<file path="src/rtl/core/wss_pkg.sv">
// Shared constants and types for the windowed sample statistics core.
package wss_pkg;

	localparam int VALUE_BITS_DEF = 32;
	localparam int TIME_W         = 32;
	localparam int CNT_W          = 32;
	localparam int SUM_W          = 64;
	localparam int OUT_W          = 32;
	localparam int QUEUE_DEPTH    = 2;

	localparam logic [TIME_W-1:0] START_TIME_RST    = 32'd0;
	localparam logic [TIME_W-1:0] END_TIME_RST      = 32'hFFFF_FFFF;
	localparam logic [TIME_W-1:0] WINDOW_LENGTH_RST = 32'd3600;

	// One closed window (or a drop marker) handed from front to back.
	typedef struct packed {
		logic                    dropped;
		logic [TIME_W-1:0]       win_start;
		logic [CNT_W-1:0]        count;
		logic signed [SUM_W-1:0] sum;
		logic [OUT_W-1:0]        min_val;
		logic [OUT_W-1:0]        max_val;
	} win_t;

endpackage

</file>
<file path="src/rtl/core/windowed_sample_statistics_core.sv">
// Top level of the windowed sample statistics core: register port, front, queue, back.
//
//   channel   direction  handshake         word
//   --------  ---------  ----------------  -------------------------------------------
//   input     in         push / full       kind, sample_time, sample_value
//   result    out        empty / pop       window_begin, sample_count, mean_value,
//                                          min_value, max_value, dropped
//   config    in/out     psel/penable/...  start_time @0x0, end_time @0x4, length @0x8
//
// A plain sample is captured, then accumulated; one that closes a window holds the
// front while the 32-bit divider finds offset mod length; the new start is t minus that.
// The back runs each emitted window through the 64/32 mean divider (drop words skip it)
// and takes no new word before the last is in the output register. full is high while
// the front holds a word, also while a word waits for room in the two-word queue to the back.
// Reset is asynchronous and clears all control and accumulator state at once; no clearing pass.
module windowed_sample_statistics_core #(
	parameter int VALUE_BITS = wss_pkg::VALUE_BITS_DEF
) (
	input  logic                       clk,
	input  logic                       arst_n,
	// input word
	input  logic                       push,
	output logic                       full,
	input  logic                       kind,
	input  logic [wss_pkg::TIME_W-1:0] sample_time,
	input  logic signed [31:0]         sample_value,
	// result word
	output logic                       empty,
	input  logic                       pop,
	output logic [wss_pkg::TIME_W-1:0] window_begin,
	output logic [wss_pkg::CNT_W-1:0]  sample_count,
	output logic signed [31:0]         mean_value,
	output logic signed [31:0]         min_value,
	output logic signed [31:0]         max_value,
	output logic                       dropped,
	// register port
	input  logic                       psel,
	input  logic                       penable,
	input  logic                       pwrite,
	input  logic [3:0]                 paddr,
	input  logic [31:0]                pwdata,
	output logic [31:0]                prdata,
	output logic                       pready
);

	localparam logic [1:0] REG_START_TIME    = 2'd0;
	localparam logic [1:0] REG_END_TIME      = 2'd1;
	localparam logic [1:0] REG_WINDOW_LENGTH = 2'd2;

	logic [wss_pkg::TIME_W-1:0] start_time_q;
	logic [wss_pkg::TIME_W-1:0] end_time_q;
	logic [wss_pkg::TIME_W-1:0] window_length_q;

	logic [1:0]    reg_idx;
	logic          reg_wr;

	logic          enq_valid;
	wss_pkg::win_t enq_word;
	logic          q_full;
	logic          q_empty;
	logic          q_pop;
	wss_pkg::win_t q_word;

	// Register port: zero wait states, word index from paddr[3:2].
	// start_time is picked up by the front only at flush or reset;
	// end_time and window_length act on the open window at once.
	assign reg_idx = paddr[3:2];
	assign reg_wr  = psel && penable && pwrite;
	assign pready  = 1'b1;

	always_ff @(posedge clk or negedge arst_n) begin
		if (!arst_n) begin
			start_time_q    <= wss_pkg::START_TIME_RST;
			end_time_q      <= wss_pkg::END_TIME_RST;
			window_length_q <= wss_pkg::WINDOW_LENGTH_RST;
		end else if (reg_wr) begin
			unique case (reg_idx)
				REG_START_TIME:    start_time_q    <= pwdata;
				REG_END_TIME:      end_time_q      <= pwdata;
				REG_WINDOW_LENGTH: window_length_q <= pwdata;
				default: begin
				end
			endcase
		end
	end

	always_comb begin
		unique case (reg_idx)
			REG_START_TIME:    prdata = start_time_q;
			REG_END_TIME:      prdata = end_time_q;
			REG_WINDOW_LENGTH: prdata = window_length_q;
			default:           prdata = '0;
		endcase
	end

	// Front: classifies each word (flush, drop, in window, closing) and
	// owns the open window start and the count/sum/min/max accumulators.
	wss_front #(
		.VALUE_BITS (VALUE_BITS)
	) u_front (
		.clk           (clk),
		.arst_n        (arst_n),
		.push          (push),
		.full          (full),
		.kind          (kind),
		.sample_time   (sample_time),
		.sample_value  (sample_value),
		.start_time    (start_time_q),
		.end_time      (end_time_q),
		.window_length (window_length_q),
		.enq_valid     (enq_valid),
		.enq_word      (enq_word),
		.q_full        (q_full)
	);

	// Closed windows and drop markers wait here for the mean divider.
	wss_fifo u_queue (
		.clk     (clk),
		.arst_n  (arst_n),
		.wr_en   (enq_valid),
		.wr_word (enq_word),
		.full    (q_full),
		.rd_en   (q_pop),
		.rd_word (q_word),
		.empty   (q_empty)
	);

	// Back: mean = |sum| / count with the sign put back (truncates toward
	// zero), then the result word sits in the output register until popped.
	wss_back u_back (
		.clk          (clk),
		.arst_n       (arst_n),
		.q_empty      (q_empty),
		.q_word       (q_word),
		.q_pop        (q_pop),
		.empty        (empty),
		.pop          (pop),
		.window_begin (window_begin),
		.sample_count (sample_count),
		.mean_value   (mean_value),
		.min_value    (min_value),
		.max_value    (max_value),
		.dropped      (dropped)
	);

endmodule

</file>
<file path="src/rtl/core/wss_div.sv">
// Iterative restoring unsigned divider, one quotient bit per cycle.
module wss_div #(
	parameter int NUM_W = 64,
	parameter int DEN_W = 32
) (
	input  logic             clk,
	input  logic             arst_n,
	input  logic             start,
	input  logic [NUM_W-1:0] num,
	input  logic [DEN_W-1:0] den,
	output logic             done,
	output logic [NUM_W-1:0] quot,
	output logic [DEN_W-1:0] rem
);

	localparam int CW = $clog2(NUM_W + 1);

	logic             busy_q;
	logic             done_q;
	logic [CW-1:0]    cnt_q;
	logic [NUM_W-1:0] quo_q;
	logic [DEN_W-1:0] rem_q;
	logic [DEN_W-1:0] den_q;

	logic [DEN_W:0]   part;
	logic [DEN_W:0]   diff;
	logic             ge;

	always_comb begin
		part = {rem_q, quo_q[NUM_W-1]};
		diff = part - {1'b0, den_q};
		ge   = part >= {1'b0, den_q};
	end

	always_ff @(posedge clk or negedge arst_n) begin
		if (!arst_n) begin
			busy_q <= 1'b0;
			done_q <= 1'b0;
			cnt_q  <= '0;
		end else begin
			done_q <= !start && busy_q && (cnt_q == CW'(1));
			if (start) begin
				busy_q <= 1'b1;
				cnt_q  <= CW'(NUM_W);
			end else if (busy_q) begin
				cnt_q <= cnt_q - CW'(1);
				if (cnt_q == CW'(1)) begin
					busy_q <= 1'b0;
				end
			end
		end
	end

	always_ff @(posedge clk) begin
		if (start) begin
			quo_q <= num;
			rem_q <= '0;
			den_q <= den;
		end else if (busy_q) begin
			quo_q <= {quo_q[NUM_W-2:0], ge};
			rem_q <= ge ? diff[DEN_W-1:0] : part[DEN_W-1:0];
		end
	end

	assign done = done_q;
	assign quot = quo_q;
	assign rem  = rem_q;

endmodule

</file>
<file path="src/rtl/core/wss_fifo.sv">
// Short word queue between the front and back parts.
module wss_fifo (
	input  logic          clk,
	input  logic          arst_n,
	input  logic          wr_en,
	input  wss_pkg::win_t wr_word,
	output logic          full,
	input  logic          rd_en,
	output wss_pkg::win_t rd_word,
	output logic          empty
);

	localparam int DEPTH = wss_pkg::QUEUE_DEPTH;
	localparam int PW    = (DEPTH > 1) ? $clog2(DEPTH) : 1;
	localparam int NW    = $clog2(DEPTH + 1);

	wss_pkg::win_t mem_q [DEPTH];
	logic [PW-1:0] wptr_q;
	logic [PW-1:0] rptr_q;
	logic [NW-1:0] fill_q;

	logic do_wr;
	logic do_rd;

	assign do_wr = wr_en && !full;
	assign do_rd = rd_en && !empty;
	assign full  = fill_q == NW'(DEPTH);
	assign empty = fill_q == '0;
	assign rd_word = mem_q[rptr_q];

	always_ff @(posedge clk or negedge arst_n) begin
		if (!arst_n) begin
			wptr_q <= '0;
			rptr_q <= '0;
			fill_q <= '0;
		end else begin
			if (do_wr) begin
				wptr_q <= (wptr_q == PW'(DEPTH - 1)) ? '0 : wptr_q + PW'(1);
			end
			if (do_rd) begin
				rptr_q <= (rptr_q == PW'(DEPTH - 1)) ? '0 : rptr_q + PW'(1);
			end
			if (do_wr && !do_rd) begin
				fill_q <= fill_q + NW'(1);
			end else if (do_rd && !do_wr) begin
				fill_q <= fill_q - NW'(1);
			end
		end
	end

	always_ff @(posedge clk) begin
		if (do_wr) begin
			mem_q[wptr_q] <= wr_word;
		end
	end

endmodule

</file>
<file path="src/rtl/core/wss_front.sv">
// Front part: takes input words, tracks the open window and its accumulators.
module wss_front #(
	parameter int VALUE_BITS = wss_pkg::VALUE_BITS_DEF
) (
	input  logic                          clk,
	input  logic                          arst_n,
	input  logic                          push,
	output logic                          full,
	input  logic                          kind,
	input  logic [wss_pkg::TIME_W-1:0]    sample_time,
	input  logic signed [31:0]            sample_value,
	input  logic [wss_pkg::TIME_W-1:0]    start_time,
	input  logic [wss_pkg::TIME_W-1:0]    end_time,
	input  logic [wss_pkg::TIME_W-1:0]    window_length,
	output logic                          enq_valid,
	output wss_pkg::win_t                 enq_word,
	input  logic                          q_full
);

	localparam int VB    = VALUE_BITS;
	localparam int TW    = wss_pkg::TIME_W;
	localparam int CW    = wss_pkg::CNT_W;
	localparam int SW    = wss_pkg::SUM_W;
	localparam int OW    = wss_pkg::OUT_W;
	localparam int EXT_W = (VB > 32) ? VB : 32;

	localparam logic signed [VB-1:0] VMAX = {1'b0, {(VB-1){1'b1}}};
	localparam logic signed [VB-1:0] VMIN = {1'b1, {(VB-1){1'b0}}};
	localparam logic signed [SW-1:0] SMAX = {1'b0, {(SW-1){1'b1}}};
	localparam logic signed [SW-1:0] SMIN = {1'b1, {(SW-1){1'b0}}};
	localparam logic [CW-1:0]        CNT_SAT = '1;

	localparam logic [1:0] F_IDLE = 2'd0;
	localparam logic [1:0] F_EVAL = 2'd1;
	localparam logic [1:0] F_DIV  = 2'd2;

	logic [1:0]            state_q;
	logic                  kind_q;
	logic [TW-1:0]         time_q;
	logic [31:0]           val_q;
	logic [TW-1:0]         open_q;
	logic [CW-1:0]         cnt_q;
	logic signed [SW-1:0]  sum_q;
	logic signed [VB-1:0]  min_q;
	logic signed [VB-1:0]  max_q;

	logic [EXT_W-1:0]      raw;
	logic signed [VB-1:0]  v;
	logic signed [SW-1:0]  v_sum;
	logic [TW-1:0]         len_eff;
	logic                  is_drop;
	logic [TW-1:0]         off;
	logic                  in_win;
	logic [SW:0]           sum_x;
	logic signed [SW-1:0]  sum_sat;
	logic [SW-1:0]         min_ext;
	logic [SW-1:0]         max_ext;
	logic                  has_samples;
	logic                  eval_go;
	logic                  need_enq;
	logic                  div_start;
	logic                  div_done;
	logic [TW-1:0]         div_rem;

	always_comb begin
		raw     = EXT_W'(val_q);
		v       = raw[VB-1:0];
		v_sum   = {{(SW-VB){v[VB-1]}}, v};
		len_eff = (window_length == '0) ? TW'(1) : window_length;
		is_drop = (time_q >= end_time) || (time_q < open_q);
		off     = time_q - open_q;
		in_win  = off < len_eff;
		sum_x   = {sum_q[SW-1], sum_q} + {v_sum[SW-1], v_sum};
		if (sum_x[SW] != sum_x[SW-1]) begin
			sum_sat = sum_x[SW] ? SMIN : SMAX;
		end else begin
			sum_sat = sum_x[SW-1:0];
		end
		min_ext     = {{(SW-VB){min_q[VB-1]}}, min_q};
		max_ext     = {{(SW-VB){max_q[VB-1]}}, max_q};
		has_samples = cnt_q != '0;
	end

	// what the item in hand needs this cycle
	always_comb begin
		eval_go  = 1'b0;
		need_enq = 1'b0;
		if (kind_q) begin
			need_enq = has_samples;
			eval_go  = !has_samples || !q_full;
		end else if (is_drop) begin
			need_enq = 1'b1;
			eval_go  = !q_full;
		end else if (in_win) begin
			eval_go  = 1'b1;
		end else begin
			need_enq = has_samples;
			eval_go  = !has_samples || !q_full;
		end
	end

	always_comb begin
		enq_word = '0;
		if (!kind_q && is_drop) begin
			enq_word.dropped = 1'b1;
		end else begin
			enq_word.win_start = open_q;
			enq_word.count     = cnt_q;
			enq_word.sum       = sum_q;
			enq_word.min_val   = min_ext[OW-1:0];
			enq_word.max_val   = max_ext[OW-1:0];
		end
		enq_valid = (state_q == F_EVAL) && eval_go && need_enq;
		div_start = (state_q == F_EVAL) && eval_go && !kind_q && !is_drop && !in_win;
	end

	assign full = state_q != F_IDLE;

	wss_div #(
		.NUM_W (TW),
		.DEN_W (TW)
	) u_win_div (
		.clk    (clk),
		.arst_n (arst_n),
		.start  (div_start),
		.num    (off),
		.den    (len_eff),
		.done   (div_done),
		.quot   (),
		.rem    (div_rem)
	);

	always_ff @(posedge clk) begin
		if (state_q == F_IDLE && push) begin
			kind_q <= kind;
			time_q <= sample_time;
			val_q  <= sample_value;
		end
	end

	always_ff @(posedge clk or negedge arst_n) begin
		if (!arst_n) begin
			state_q <= F_IDLE;
			open_q  <= wss_pkg::START_TIME_RST;
			cnt_q   <= '0;
			sum_q   <= '0;
			min_q   <= VMAX;
			max_q   <= VMIN;
		end else begin
			unique case (state_q)
				F_IDLE: begin
					if (push) begin
						state_q <= F_EVAL;
					end
				end
				F_EVAL: begin
					if (eval_go) begin
						if (kind_q) begin
							open_q  <= start_time;
							cnt_q   <= '0;
							sum_q   <= '0;
							min_q   <= VMAX;
							max_q   <= VMIN;
							state_q <= F_IDLE;
						end else if (is_drop) begin
							state_q <= F_IDLE;
						end else if (in_win) begin
							if (cnt_q != CNT_SAT) begin
								cnt_q <= cnt_q + CW'(1);
								sum_q <= sum_sat;
							end
							if (v < min_q) begin
								min_q <= v;
							end
							if (v > max_q) begin
								max_q <= v;
							end
							state_q <= F_IDLE;
						end else begin
							state_q <= F_DIV;
						end
					end
				end
				F_DIV: begin
					// new start = t - (off mod len); fresh window holds this sample
					if (div_done) begin
						open_q  <= time_q - div_rem;
						cnt_q   <= CW'(1);
						sum_q   <= v_sum;
						min_q   <= v;
						max_q   <= v;
						state_q <= F_IDLE;
					end
				end
				default: begin
					state_q <= F_IDLE;
				end
			endcase
		end
	end

endmodule

</file>
<file path="src/rtl/core/wss_back.sv">
// Back part: divides sum by count for the mean and holds the output word.
module wss_back (
	input  logic                       clk,
	input  logic                       arst_n,
	input  logic                       q_empty,
	input  wss_pkg::win_t              q_word,
	output logic                       q_pop,
	output logic                       empty,
	input  logic                       pop,
	output logic [wss_pkg::TIME_W-1:0] window_begin,
	output logic [wss_pkg::CNT_W-1:0]  sample_count,
	output logic signed [31:0]         mean_value,
	output logic signed [31:0]         min_value,
	output logic signed [31:0]         max_value,
	output logic                       dropped
);

	localparam int SW = wss_pkg::SUM_W;
	localparam int OW = wss_pkg::OUT_W;

	localparam logic [1:0] B_IDLE = 2'd0;
	localparam logic [1:0] B_DIV  = 2'd1;
	localparam logic [1:0] B_PUT  = 2'd2;

	logic [1:0]    state_q;
	logic          ovalid_q;
	wss_pkg::win_t work_q;
	logic          neg_q;

	logic          head_neg;
	logic [SW-1:0] head_mag;
	logic          div_start;
	logic          div_done;
	logic [SW-1:0] div_quot;
	logic [OW-1:0] q_low;
	logic [OW-1:0] mean_nxt;
	logic          out_free;

	always_comb begin
		head_neg  = q_word.sum[SW-1];
		head_mag  = head_neg ? (~q_word.sum + SW'(1)) : q_word.sum;
		q_pop     = (state_q == B_IDLE) && !q_empty;
		div_start = q_pop && !q_word.dropped;
		q_low     = div_quot[OW-1:0];
		if (work_q.dropped) begin
			mean_nxt = '0;
		end else begin
			mean_nxt = neg_q ? (~q_low + OW'(1)) : q_low;
		end
		out_free  = !ovalid_q || pop;
	end

	wss_div #(
		.NUM_W (SW),
		.DEN_W (wss_pkg::CNT_W)
	) u_mean_div (
		.clk    (clk),
		.arst_n (arst_n),
		.start  (div_start),
		.num    (head_mag),
		.den    (q_word.count),
		.done   (div_done),
		.quot   (div_quot),
		.rem    ()
	);

	always_ff @(posedge clk or negedge arst_n) begin
		if (!arst_n) begin
			state_q  <= B_IDLE;
			ovalid_q <= 1'b0;
		end else begin
			if (state_q == B_PUT && out_free) begin
				ovalid_q <= 1'b1;
			end else if (pop) begin
				ovalid_q <= 1'b0;
			end
			unique case (state_q)
				B_IDLE: begin
					if (!q_empty) begin
						state_q <= q_word.dropped ? B_PUT : B_DIV;
					end
				end
				B_DIV: begin
					if (div_done) begin
						state_q <= B_PUT;
					end
				end
				B_PUT: begin
					if (out_free) begin
						state_q <= B_IDLE;
					end
				end
				default: begin
					state_q <= B_IDLE;
				end
			endcase
		end
	end

	always_ff @(posedge clk) begin
		if (q_pop) begin
			work_q <= q_word;
			neg_q  <= head_neg;
		end
		if (state_q == B_PUT && out_free) begin
			window_begin <= work_q.win_start;
			sample_count <= work_q.count;
			mean_value   <= mean_nxt;
			min_value    <= work_q.min_val;
			max_value    <= work_q.max_val;
			dropped      <= work_q.dropped;
		end
	end

	assign empty = !ovalid_q;

endmodule
</file>
<file path="config.mk">
export PLATFORM = sky130hd
export DESIGN_NAME = windowed_sample_statistics_core
export DESIGN_NICKNAME = d
export VERILOG_FILES = /design/src/rtl/core/wss_pkg.sv /design/src/rtl/core/windowed_sample_statistics_core.sv /design/src/rtl/core/wss_div.sv /design/src/rtl/core/wss_fifo.sv /design/src/rtl/core/wss_front.sv /design/src/rtl/core/wss_back.sv
export SDC_FILE = /design/constraint.sdc
export NUM_CORES = 2
export LEC_CHECK = 0
export BUFFER_PORTS_ARGS = -buffer_cell sky130_fd_sc_hd__buf_2
export CORE_UTILIZATION = 56
export DETAILED_ROUTE_END_ITERATION = 16
export MAX_ROUTING_LAYER = met4
export PLACE_DENSITY = 0.77
export SKIP_CTS_REPAIR_TIMING = 1
export SYNTH_ARGS = -nofsm -noshare
export SYNTH_HDL_FRONTEND = slang
export SYNTH_SLANG_ARGS = --single-unit
</file>
<file path="constraint.sdc">
create_clock -name clk -period 13.4 [get_ports clk]
set_clock_uncertainty 0.2 [all_clocks]
set_input_delay 1.34 -clock clk [delete_from_list [all_inputs] [get_ports clk]]
set_output_delay 1.34 -clock clk [all_outputs]
set_load 0.01 [all_outputs]
</file>
==> metrics.cfg <==
[outcome]
status=finished, final reports clean

[floorplan]
start_util=0.567
rows=123
dieArea_sq_um=116000
core-area_sq_um=113000
ioPinCount=304
die_y_um=340
die_x_um=340

[logic_synthesis]
synth_area_leaders=edfxtp_1 42%, dfrtp_1 9.6%, ha_1 6.4%
synth.yosys.seq_area_share=0.567
netlist_area_sq_um=64000
synth_top_cell_by_area=edfxtp_1
yosys_warnings=0
yosysTopAreaCellShare=0.423
synth_seq_cells=1280
syn-num-nets=6039
ys.flop_type=edfxtp_1
synthCells=5600
synth-edff-count=902
ys_types=91
avgSynthCellArea_sq_um=11.4
async_flop_share=0.245

[power]
total_leakage_power_uw=0.0290
seqPwrFrac=0.357
combinationalPowerShare=0.448
internal-power_uw=11800
p_per_area_nw_per_um2=273
total_power_uw=19600
swShare=0.398
ir_drop_uv=257
switchingPower_uw=7800
p_clk_frac=0.195

[detailed_routing]
viasPerCell=5.94
wl_per_cell_um=21.1
drt_first_pass_iters=5
ant_nets=0
drc=0
vias=44300
first_iter_violations=4208
wl_um=158000

[sta]
tns_ps=0
period_needed_ps=8170
period_share=0.610
rsz0062_at_grt=no
drv_slew=0
worst_pin_slew_ps=1160
final_hold_viol_count=0
slew_headroom=0.229
fmax_mhz=122
setup_viol=0

[grt]
grt_max_degree=98
grt_pass1_vias=43000
antenna_found_initial=10
grt.overflow.total=0
grt_usage=0.279
grt_pass1_wl_um=244000

[placement]
gp_congestion=0.990
hpwl_um=109000
port_buffers=300
placed_cells=7207

[setup_path]
crit_type=reg -> reg
cp.required_ps=13760
crit_start=u_front.time_q[1]
worstPathMaxFanout=72
endpoint_kind=register
r2r-start=u_front.time_q[1]
cp-start-kind=register
critPathArrivalTime_ps=8530

[clock_tree]
cts_tree=done
h-tree-depth=4
root_buffer=clkbuf_16
clk_pin_slew_ps=60
clockBufferDepth=3
clk_latency_ps=760
clock-sinks=1280
cts_buffers=135

[hold_path]
hold_path.class=reg -> reg
hold_start=u_back.work_q[171]

[finish]
final_cells=7463
syn2layout_area_growth_pct=11.8
fin_util=0.634
drive_above_1_share=0.156
nNetsFinal=6283

[job]
drv_cap=0

[cell usage after synthesis (all sizes together), types with 22 or more instances]
| cell type | n |
|---|---|
| dfxtp | 64 |
| clkbuf | 201 |
| buf | 57 |
| nor2 | 462 |
| xnor2 | 138 |
| inv | 326 |
| a211oi | 66 |
| nand2b | 52 |
| and2 | 112 |
| nor4 | 33 |
| ha | 326 |
| or3 | 22 |
| nor3 | 65 |
| nand2 | 418 |
| mux2 | 236 |
| dfstp | 68 |
| a21oi | 360 |
| nor2b | 47 |
| o21ai | 449 |
| o21a | 37 |
| xor2 | 127 |
| a31oi | 38 |
| edfxtp | 902 |
| mux2i | 164 |
| and3 | 35 |
| nand4 | 59 |
| a21o | 126 |
| o21bai | 23 |
| o31ai | 32 |
| dfrtp | 246 |
| o211ai | 35 |
| nand3 | 63 |
[flip-flops by register name, indices dropped and copies added, names as in the netlist, 64 cells and up]
signal and count:
u_front.sum_q 64, u_back.u_mean_div.quot 64, u_back.work_q 129, u_queue.mem_q 386
[cell usage in the layout, fill, tap and decap left out, types with 32 or more instances in the layout]
master	count
edfxtp_1	902
a21oi_1	360
a21o_1	126
nand4_1	59
ha_1	326
buf_4	65
dfrtp_1	243
nor3_1	64
nand2_1	415
clkbuf_16	137
o31ai_1	32
o211ai_1	35
nor2_1	459
inv_1	325
mux2i_1	163
xor2_1	127
nand3_1	63
dfxtp_1	64
a31oi_1	38
mux2_2	236
nor2b_1	43
dfstp_2	68
o21a_1	37
nand2b_1	50
buf_2	299
and2_1	111
xnor2_1	137
clkbuf_1	33
a211oi_1	65
and3_1	34
o21ai_0	419
[through the flow]
stage / instance area [sq um] / hold slack (ps) / worst slack [ps]
after floorplan: 64000 / 200 / 3560
after global placement: 67100 / 201 / 5590
after detailed placement: 67100 / 205 / 5430
after CTS: 71600 / 203 / 5300
after global routing: 71600 / 214 / 4680
final: 71600 / 207 / 5230
[power by group through the flow]
stage               sequential [uW]  clock, uW  combinational [uW]
floorplan                      6810          0                6520
global placement               6970          0                8400
detailed placement             7030          0                8630
CTS                            6970       3890                8720
global route                   7100       4050                9730
finish                         6980       3820                8770
[cell type report]
class	instances	area (sq um)
Timing Repair Buffer	365	2000
Clock buffer	177	3650
Inverter	328	1240
Sequential cell	1280	36300
Fill cell	8644	41300
Tap cell	1500	1880
Multi-Input combinational cell	3734	25600
Clock inverter	73	912
Antenna cell	6	15.0
[final timing paths]
path	slack, ps	depth (start not counted)	endpoint
setup / recovery	5230	26	u_front.sum_q[32]
hold / removal	210	0	u_back.window_begin[11]
setup reg to reg	5230	26	u_front.sum_q[32]
hold reg to reg	210	0	u_back.window_begin[11]
max in group asynchronous	10340	3	u_front.u_win_div.busy_q
min in group asynchronous	340	1	u_front.max_q[11]
[metal layers]
metal	vias to the layer above	track usage	share of wire	wire, um
li1	20800	-	-	-
met1	21700	0.395	0.45	70400
met2	1584	0.416	0.45	71100
met3	288	0.0360	0.070	11000
met4	0	0.0997	0.033	5260
met5	-	-	0	0
[cells by family after synthesis]
group,count (synthesis),share of synthesized area
AOI/OAI and AO/OA,1296,0.123
xor gates and xnor gates,265,0.0362
adders and majority gates,331,0.0653
buffers and inverters,586,0.0352
DFF,1280,0.567
muxes,400,0.0671
other,1,0.0000586
and+or+nand+nor,1441,0.106
[worst max-delay path, stage by stage, from the launching register on]
cell and delay [ps]:
edfxtp_1 510, ha_1 310, nor2b_1 120, o21ai_0 220
a21boi_0 150, o21ai_0 260, a21oi_1 170, a211oi_1 500
or2_2 250, o21ai_0 160, a21o_1 210, a21o_1 180
xor2_1 150, ha_1 310, a211o_1 290, o211ai_1 90
a22oi_1 110, a21o_1 240, nor4_1 510, o21ba_2 310
o2bb2ai_1 280, a211oi_4 170, nor4_4 270, buf_4 650
nand2_1 190, nor2_2 920, a21oi_1 190
No activity file was read; power rests on OpenSTA's default activity.
